### config.mk
export PLATFORM = sky130hd
export DESIGN_NAME = deadline_priority_queue_top
export DESIGN_NICKNAME = d
export VERILOG_FILES = /design/src/dpq_pkg.sv /design/src/dpq_datapath.sv /design/src/dpq_ctrl.sv /design/src/deadline_priority_queue_top.sv
export SDC_FILE = /design/constraint.sdc
export NUM_CORES = 2
export LEC_CHECK = 0
export ABC_AREA = 1
export BUFFER_PORTS_ARGS = -buffer_cell sky130_fd_sc_hd__buf_2
export CORE_ASPECT_RATIO = 1.75
export CORE_MARGIN = 2
export CORE_UTILIZATION = 28
export CTS_CLUSTER_DIAMETER = 30
export DETAILED_ROUTE_END_ITERATION = 7
export PLACE_DENSITY_LB_ADDON = 0.05
export SYNTH_ARGS = -nofsm -noshare
export SYNTH_HDL_FRONTEND = slang
export SYNTH_HIERARCHICAL = 1
export SYNTH_SLANG_ARGS = --single-unit
### constraint.sdc
create_clock -name clk -period 9.4 [get_ports clk]
set_clock_uncertainty 0.15 [all_clocks]
set_input_delay 1.88 -clock clk [delete_from_list [all_inputs] [get_ports clk]]
set_output_delay 1.88 -clock clk [all_outputs]
set_load 0.02 [all_outputs]
### src/dpq_pkg.sv
// shared types, codes and key compare functions for the deadline priority queue
package dpq_pkg;

  // list depth and derived widths
  localparam int ENTRIES = 16;
  localparam int IDX_W   = (ENTRIES > 1) ? $clog2(ENTRIES) : 1;
  localparam int CNT_W   = $clog2(ENTRIES + 1);

  // request codes
  localparam logic [1:0] REQ_INSERT = 2'd0;
  localparam logic [1:0] REQ_POP    = 2'd1;
  localparam logic [1:0] REQ_REKEY  = 2'd2;

  // result status codes
  localparam logic [2:0] RES_INSERTED = 3'd0;
  localparam logic [2:0] RES_POPPED   = 3'd1;
  localparam logic [2:0] RES_REKEYED  = 3'd2;
  localparam logic [2:0] RES_MISS     = 3'd3;
  localparam logic [2:0] RES_FULL     = 3'd4;

  // one list entry
  typedef struct packed {
    logic [15:0] tag;
    logic [7:0]  prio;
    logic [13:0] year;
    logic [3:0]  month;
    logic [4:0]  day;
  } entry_t;

  // controller states
  typedef enum logic [2:0] {
    S_IDLE,
    S_DECODE,
    S_FIND,
    S_REMOVE,
    S_SEEK,
    S_PLACE,
    S_POP,
    S_DONE
  } state_t;

  // controller to datapath commands
  typedef struct packed {
    logic       load_req;
    logic       cur_clr;
    logic       cur_inc;
    logic       remove;
    logic       place;
    logic       pop_grab;
    logic       set_res;
    logic [2:0] res_code;
    logic       load_out;
  } cmd_t;

  // datapath to controller status
  typedef struct packed {
    logic [1:0] req;
    logic       empty;
    logic       full;
    logic       at_end;
    logic       tag_hit;
    logic       place_hit;
    logic       out_free;
  } sts_t;

  // true if a is served strictly before b
  function automatic logic outranks(entry_t a, entry_t b);
    logic r;
    if (a.prio != b.prio) begin
      r = a.prio > b.prio;
    end else if (a.year != b.year) begin
      r = a.year < b.year;
    end else if (a.month != b.month) begin
      r = a.month < b.month;
    end else begin
      r = a.day < b.day;
    end
    return r;
  endfunction

  // true if both entries carry the same service key
  function automatic logic keys_equal(entry_t a, entry_t b);
    return (a.prio == b.prio) && (a.year == b.year) &&
           (a.month == b.month) && (a.day == b.day);
  endfunction

endpackage

### src/dpq_datapath.sv
// datapath: entry registers, cursor, compare logic and result register
module dpq_datapath (
  input  logic            clk,
  input  logic            rst_n,
  input  logic [1:0]      in_req_type,
  input  logic [15:0]     in_tag,
  input  logic [7:0]      in_prio,
  input  logic [13:0]     in_due_year,
  input  logic [3:0]      in_due_month,
  input  logic [4:0]      in_due_day,
  input  dpq_pkg::cmd_t   cmd,
  output dpq_pkg::sts_t   sts,
  output logic            out_valid,
  input  logic            out_ready,
  output logic [2:0]      out_status,
  output logic [15:0]     out_tag,
  output logic [7:0]      out_prio,
  output logic [13:0]     out_year,
  output logic [3:0]      out_month,
  output logic [4:0]      out_day,
  output logic            out_next_valid,
  output logic [15:0]     out_next_tag,
  output logic [4:0]      out_occupancy
);
  import dpq_pkg::*;

  logic [1:0]       req_r;
  entry_t           new_r;
  entry_t           pop_r;
  logic [2:0]       res_r;
  entry_t           ent_r [ENTRIES];
  logic [CNT_W-1:0] count_r;
  logic [CNT_W-1:0] cur_r;
  logic [CNT_W-1:0] key_r;
  logic             out_valid_r;
  logic [2:0]       out_status_r;
  entry_t           out_e_r;
  logic             out_next_valid_r;
  logic [15:0]      out_next_tag_r;
  logic [4:0]       out_occ_r;

  entry_t           cur_e;
  logic [CNT_W+4:0] cnt_ext;

  // entry under the cursor and compares against the held request
  assign cur_e   = ent_r[cur_r[IDX_W-1:0]];
  assign cnt_ext = (CNT_W + 5)'(count_r);

  always_comb begin
    sts.req       = req_r;
    sts.empty     = (count_r == '0);
    sts.full      = (count_r == CNT_W'(ENTRIES));
    sts.at_end    = (cur_r == count_r);
    sts.tag_hit   = (cur_e.tag == new_r.tag);
    // a rekeyed entry stays behind equal keys that stood ahead of it
    sts.place_hit = outranks(new_r, cur_e) ||
                    ((req_r == REQ_REKEY) && keys_equal(new_r, cur_e) && (cur_r >= key_r));
    sts.out_free  = !out_valid_r || out_ready;
  end

  // request capture, popped entry, status code
  always_ff @(posedge clk) begin
    if (cmd.load_req) begin
      req_r <= in_req_type;
      new_r <= '{tag: in_tag, prio: in_prio, year: in_due_year,
                 month: in_due_month, day: in_due_day};
      pop_r <= '0;
    end else if (cmd.pop_grab) begin
      pop_r <= ent_r[0];
    end
    if (cmd.set_res) begin
      res_r <= cmd.res_code;
    end
    if (cmd.remove) begin
      key_r <= cur_r;
    end
  end

  // entry slots: close the gap at the cursor or open one for the new entry
  for (genvar g = 0; g < ENTRIES; g++) begin : g_slot
    entry_t nx_e;
    entry_t pv_e;
    if (g == ENTRIES - 1) begin : g_last
      assign nx_e = ent_r[g];
    end else begin : g_mid
      assign nx_e = ent_r[g+1];
    end
    if (g == 0) begin : g_first
      assign pv_e = new_r;
    end else begin : g_rest
      assign pv_e = ent_r[g-1];
    end
    always_ff @(posedge clk) begin
      if (cmd.remove && (CNT_W'(g) >= cur_r)) begin
        ent_r[g] <= nx_e;
      end else if (cmd.place && (CNT_W'(g) == cur_r)) begin
        ent_r[g] <= new_r;
      end else if (cmd.place && (CNT_W'(g) > cur_r)) begin
        ent_r[g] <= pv_e;
      end
    end
  end

  // fill count and walk cursor
  always_ff @(posedge clk) begin
    if (!rst_n) begin
      count_r <= '0;
      cur_r   <= '0;
    end else begin
      if (cmd.remove) begin
        count_r <= count_r - 1'b1;
      end else if (cmd.place) begin
        count_r <= count_r + 1'b1;
      end
      if (cmd.cur_clr) begin
        cur_r <= '0;
      end else if (cmd.cur_inc) begin
        cur_r <= cur_r + 1'b1;
      end
    end
  end

  // result register
  always_ff @(posedge clk) begin
    if (!rst_n) begin
      out_valid_r <= 1'b0;
    end else if (cmd.load_out) begin
      out_valid_r <= 1'b1;
    end else if (out_ready) begin
      out_valid_r <= 1'b0;
    end
  end

  always_ff @(posedge clk) begin
    if (cmd.load_out) begin
      out_status_r     <= res_r;
      out_e_r          <= pop_r;
      out_next_valid_r <= (count_r != '0);
      out_next_tag_r   <= (count_r != '0) ? ent_r[0].tag : 16'd0;
      out_occ_r        <= cnt_ext[4:0];
    end
  end

  assign out_valid      = out_valid_r;
  assign out_status     = out_status_r;
  assign out_tag        = out_e_r.tag;
  assign out_prio       = out_e_r.prio;
  assign out_year       = out_e_r.year;
  assign out_month      = out_e_r.month;
  assign out_day        = out_e_r.day;
  assign out_next_valid = out_next_valid_r;
  assign out_next_tag   = out_next_tag_r;
  assign out_occupancy  = out_occ_r;

endmodule

### src/dpq_ctrl.sv
// controller: sequences insert, pop and rekey walks over the entry list
module dpq_ctrl (
  input  logic          clk,
  input  logic          rst_n,
  input  logic          in_valid,
  output logic          in_ready,
  input  dpq_pkg::sts_t sts,
  output dpq_pkg::cmd_t cmd
);
  import dpq_pkg::*;

  state_t state_r;
  state_t state_nxt;

  // state register
  always_ff @(posedge clk) begin
    if (!rst_n) begin
      state_r <= S_IDLE;
    end else begin
      state_r <= state_nxt;
    end
  end

  // next state
  always_comb begin
    state_nxt = state_r;
    case (state_r)
      S_IDLE: begin
        if (in_valid) state_nxt = S_DECODE;
      end
      S_DECODE: begin
        case (sts.req)
          REQ_INSERT: state_nxt = sts.full ? S_DONE : S_SEEK;
          REQ_POP:    state_nxt = sts.empty ? S_DONE : S_POP;
          REQ_REKEY:  state_nxt = S_FIND;
          default:    state_nxt = S_DONE;
        endcase
      end
      S_FIND: begin
        if (sts.at_end) begin
          state_nxt = S_DONE;
        end else if (sts.tag_hit) begin
          state_nxt = S_REMOVE;
        end
      end
      S_REMOVE: state_nxt = S_SEEK;
      S_SEEK: begin
        if (sts.at_end || sts.place_hit) state_nxt = S_PLACE;
      end
      S_PLACE: state_nxt = S_DONE;
      S_POP:   state_nxt = S_DONE;
      S_DONE: begin
        if (sts.out_free) state_nxt = S_IDLE;
      end
      default: state_nxt = S_IDLE;
    endcase
  end

  // commands
  always_comb begin
    cmd      = '0;
    in_ready = 1'b0;
    case (state_r)
      S_IDLE: begin
        in_ready = 1'b1;
        if (in_valid) begin
          cmd.load_req = 1'b1;
          cmd.cur_clr  = 1'b1;
        end
      end
      S_DECODE: begin
        case (sts.req)
          REQ_INSERT: begin
            if (sts.full) begin
              cmd.set_res  = 1'b1;
              cmd.res_code = RES_FULL;
            end
          end
          REQ_POP: begin
            if (sts.empty) begin
              cmd.set_res  = 1'b1;
              cmd.res_code = RES_MISS;
            end
          end
          REQ_REKEY: begin
            cmd.set_res = 1'b0;
          end
          default: begin
            cmd.set_res  = 1'b1;
            cmd.res_code = RES_MISS;
          end
        endcase
      end
      S_FIND: begin
        if (sts.at_end) begin
          cmd.set_res  = 1'b1;
          cmd.res_code = RES_MISS;
        end else if (!sts.tag_hit) begin
          cmd.cur_inc = 1'b1;
        end
      end
      S_REMOVE: begin
        cmd.remove  = 1'b1;
        cmd.cur_clr = 1'b1;
      end
      S_SEEK: begin
        if (!(sts.at_end || sts.place_hit)) cmd.cur_inc = 1'b1;
      end
      S_PLACE: begin
        cmd.place    = 1'b1;
        cmd.set_res  = 1'b1;
        cmd.res_code = (sts.req == REQ_REKEY) ? RES_REKEYED : RES_INSERTED;
      end
      S_POP: begin
        cmd.pop_grab = 1'b1;
        cmd.remove   = 1'b1;
        cmd.set_res  = 1'b1;
        cmd.res_code = RES_POPPED;
      end
      S_DONE: begin
        if (sts.out_free) cmd.load_out = 1'b1;
      end
      default: begin
        cmd = '0;
      end
    endcase
  end

endmodule

### src/deadline_priority_queue_top.sv
// top level of the deadline priority queue: controller plus datapath
//
// Request beats arrive on in_valid/in_ready: insert an entry, pop the head,
// or rekey the entry with a given tag. Every request beat yields exactly one
// result beat on out_valid/out_ready with a status, the popped entry (zero
// unless popped), the new head tag and the occupancy.
// The list is held sorted: highest priority first, then earliest deadline;
// an insert goes behind entries with an equal key, a rekeyed entry keeps its
// place among equal keys. Inserts and rekeys walk the list with one cursor
// through a single compare unit, one entry per cycle.
// A new request is taken once the previous one has been moved into the
// result register; the result register lets one finished result wait while
// the next request is accepted. If the receiver stalls with a result still
// waiting, the controller holds the finished request until it can be stored.
// Reset (rst_n low, synchronous) empties the list and drops any pending
// result; no clearing pass is needed.
module deadline_priority_queue_top (
  input  logic        clk,
  input  logic        rst_n,
  input  logic        in_valid,
  output logic        in_ready,
  input  logic [1:0]  in_req_type,
  input  logic [15:0] in_tag,
  input  logic [7:0]  in_prio,
  input  logic [13:0] in_due_year,
  input  logic [3:0]  in_due_month,
  input  logic [4:0]  in_due_day,
  output logic        out_valid,
  input  logic        out_ready,
  output logic [2:0]  out_status,
  output logic [15:0] out_tag,
  output logic [7:0]  out_prio,
  output logic [13:0] out_year,
  output logic [3:0]  out_month,
  output logic [4:0]  out_day,
  output logic        out_next_valid,
  output logic [15:0] out_next_tag,
  output logic [4:0]  out_occupancy
);
  import dpq_pkg::*;

  cmd_t cmd;
  sts_t sts;

  // sequencer
  dpq_ctrl u_ctrl (
    .clk      (clk),
    .rst_n    (rst_n),
    .in_valid (in_valid),
    .in_ready (in_ready),
    .sts      (sts),
    .cmd      (cmd)
  );

  // list storage and compare
  dpq_datapath u_dp (
    .clk            (clk),
    .rst_n          (rst_n),
    .in_req_type    (in_req_type),
    .in_tag         (in_tag),
    .in_prio        (in_prio),
    .in_due_year    (in_due_year),
    .in_due_month   (in_due_month),
    .in_due_day     (in_due_day),
    .cmd            (cmd),
    .sts            (sts),
    .out_valid      (out_valid),
    .out_ready      (out_ready),
    .out_status     (out_status),
    .out_tag        (out_tag),
    .out_prio       (out_prio),
    .out_year       (out_year),
    .out_month      (out_month),
    .out_day        (out_day),
    .out_next_valid (out_next_valid),
    .out_next_tag   (out_next_tag),
    .out_occupancy  (out_occupancy)
  );

endmodule

==> metrics.yaml <==
outcome: "complete, but fails checks"
violations: "DRC"
maxSlewViolCount: 0
grt_pass1_wl_mm: 375
setup_viol: 0
hold_viol_final: 0
critPathMaxFanout: 41
async_flop_share: 0
cts_buffer_depth: 4
initial_core_util: 0.281
cellPowerDensity_nw_per_um2: 354
core_um2: 185000
die_w_um: 330
firstDrtPassIters: 8
overflow: 0
fmax_ghz: 0.169
antenna_found_initial: 7
comb_power_share: 0.282
nFillCells: 19300
h-tree-depth: 4
cellLeakagePower_nw: 24.4
routed_via_density: 5.54
crit_arrival_ns: 6.43
p_sw_mw: 8.49
grt_use_met2: 0.497
synth_fp_nets: 6136
gp_congestion: 0.814
seq_power_share: 0.334
cts_tree: "done"
fin_util: 0.341
synthesis.area_um2: 52100
drtIter0Drc: 4195
clock-sinks: 946
synth_cell_types: 49
io_pins: 127
period_share: 0.628
synth_area_leaders: "edfxtp_1, nand2_1, o21ai_0"
row_count: 209
synth_seq_cells: 946
place_inst: 8200
cts_buffers: 248
worst_pin_slew_ns: 1.34
syn2layout_area_growth_pct: 21.4
busiest_layer: "met2"
synth.most_common_cell: "nand2_1"
p_sw_frac: 0.379
synth_ff_type: "edfxtp_1"
cts-resized-gates: 0
root_buffer: "clkbuf_16"
nNetsFinal: 6125
crit_slowest_cell: "buf_4"
grtUsageTotal: 0.280
yosys.area.top_type: "edfxtp_1"
syn_inst: 6035
crit_type: "register to register"
portBuffers: 126
peakVddDrop_mv: 0.204
postCtsSetupBuffers: 0
avgRoutedWirePerCell_um: 31.1
p_clk_frac: 0.384
synth-seq-area-share: 0.533
finalNonFillerCells: 8655
post_dp_cell_area_um2: 54900
yosys-top-cells-count: "nand2_1, edfxtp_1, o21ai_0, inv_1, a21oi_1"
worst_path_most_repeated_cell: "nor2_1"
relSlewSlack: 0.106
grtUsageMet1: 0.316
intPower_mw: 13.9
die_area_um2: 190000
min_period_ns: 5.90
maxCapViolations: 0
clkTransAtPathRegs_ns: 0.06
end_kind: "register"
wl_mm: 270
die_y_um: 574
path_cells: "inv_6 -> buf_4 -> o21ai_0 -> o21ai_0 -> o221ai_1 -> o21ai_0 -> inv_1 -> ha_1 -> nand4_1 -> nor3_1 -> nand4_1 -> nor2_1 -> nand3_1 -> nor2_1 -> nor2_1 -> nand2_1 -> nor2_1 -> nand3_1 -> nand2_2 -> nand2_1 -> inv_1 -> nor3_1"
antenna_left: 0
drive_above_1_share: 0.119
hold_buffers: 0
grtUsageMet3: 0.0294
setup_tns_ns: 0
slowest_delay_ns: 0.76
start_kind: "register"
rsz0062_at_grt: "false"
grt_pass1_vias: 48800
hold_path_class: "register to register"
vias: 48000
yosysWarnings: 6
route.detailed.drc: 18
cp.required_ns: 9.92
stdcell_area_um2: 63200
grt_max_degree: 173
synth-edff-count: 881
synth_top_area_share: 0.508
clk_latency_ns: 0.88
place_hpwl_mm: 162
syn-mean-instance-area_um2: 8.63
-- worst max-delay path: cells and delay by family, from the launching register on --
| family | cells | cell delay (ns) |
|---|---|---|
| DFF | 1 | 0.51 |
| buffers and inverters | 4 | 1.34 |
| AOI/OAI and AO/OA | 4 | 0.99 |
| adders and majority gates | 1 | 0.28 |
| and+or+nand+nor | 13 | 2.38 |
-- state kept, by name, summed over array words and instances, names as in the netlist, named ones only --
| signal | count |
|---|---|
| u_dp/out_next_valid | 1 |
| u_ctrl/state_r | 3 |
| u_dp/g_slot.pv_e | 47 |
| u_dp/req_r | 2 |
| u_dp/ent_r | 752 |
| u_dp/out_occupancy | 5 |
| u_dp/out_status | 3 |
| u_dp/res_r | 3 |
| u_dp/out_prio | 8 |
| u_dp/out_day | 5 |
| u_dp/cur_r | 5 |
| u_dp/count_r | 5 |
| u_dp/out_tag | 16 |
| u_dp/out_valid | 1 |
| u_dp/out_year | 14 |
| u_dp/out_next_tag | 16 |
| u_dp/key_r | 5 |
| u_dp/out_month | 4 |
| u_dp/pop_r | 47 |
-- area by class of cell --
type | instances | area [um^2] | area share
antenna | 2 | 5.00 | 0.0000792
clock inverter | 168 | 1850 | 0.0293
multi-input combinational | 3990 | 20200 | 0.320
sequential | 946 | 27800 | 0.439
tap | 2426 | 3040 | 0.0480
inverter | 589 | 2240 | 0.0355
timing repair buffer | 249 | 1630 | 0.0258
clock buffer | 285 | 6410 | 0.101
-- power groups by stage --
| stage | Clock [mW] | Combinational [mW] | Sequential, mW |
|---|---|---|---|
| final | 8.59 | 6.31 | 7.49 |
| after global routing | 8.91 | 6.83 | 7.60 |
| after CTS | 8.72 | 6.31 | 7.48 |
| after detailed placement | 0 | 6.28 | 7.54 |
| after global placement | 0 | 6.25 | 7.55 |
| after floorplan | 0 | 3.72 | 7.10 |
-- layout by cell type, fill, tap and decap left out, types with 14 or more instances in the layout --
| cell | count |
|---|---|
| a211oi_1 | 14 |
| inv_1 | 540 |
| clkbuf_1 | 32 |
| inv_6 | 15 |
| clkinv_1 | 52 |
| a31oi_1 | 108 |
| nand3_1 | 382 |
| o22ai_1 | 102 |
| o211ai_1 | 275 |
| inv_2 | 24 |
| nor2_1 | 371 |
| nand2_1 | 1150 |
| bufinv_16 | 34 |
| o21ai_0 | 756 |
| buf_2 | 126 |
| buf_4 | 117 |
| o221ai_1 | 87 |
| dfxtp_1 | 61 |
| a21oi_1 | 445 |
| clkinv_2 | 57 |
| ha_1 | 47 |
| clkbuf_16 | 249 |
| o21ai_1 | 139 |
| nor2_4 | 22 |
| edfxtp_1 | 881 |
-- per-stage QoR --
step                      hold WS, ns  setup WS, ns  power, mW
after detailed placement        0.256          3.56       13.8
after global placement          0.261          3.63       13.8
final                           0.274          3.50       22.4
after floorplan                 0.250          2.77       10.8
after global routing            0.275          3.19       23.3
after CTS                       0.271          3.56       22.5
-- worst paths after layout --
path | startpoint | endpoint | slack (ns) | cells past startpoint
min | u_dp/res_r[0] | u_dp/out_status[0] | 0.27 | 0
max | register | register | 3.50 | 22
min reg2reg | u_dp/res_r[0] | u_dp/out_status[0] | 0.27 | 0
max reg2reg | register | register | 3.50 | 22
-- kinds of logic (layout without fill, tap and decap cells) --
group | count (synthesis) | in the layout | share of synthesized area
other | 0 | 2 | 0
xor gates and xnor gates | 3 | 3 | 0.000505
DFF | 946 | 946 | 0.533
buffers and inverters | 1099 | 1291 | 0.0844
adders and majority gates | 48 | 48 | 0.0117
AOI/OAI and AO/OA | 1945 | 1945 | 0.213
and+or+nand+nor | 1994 | 1994 | 0.157
-- metal layers --
metal / part of all wire / up-vias
li1: - / 21300
met1: 0.37 / 24100
met2: 0.51 / 1936
met3: 0.049 / 621
met4: 0.074 / 0
met5: 0 / -
No activity file was read; power rests on OpenSTA's default activity.
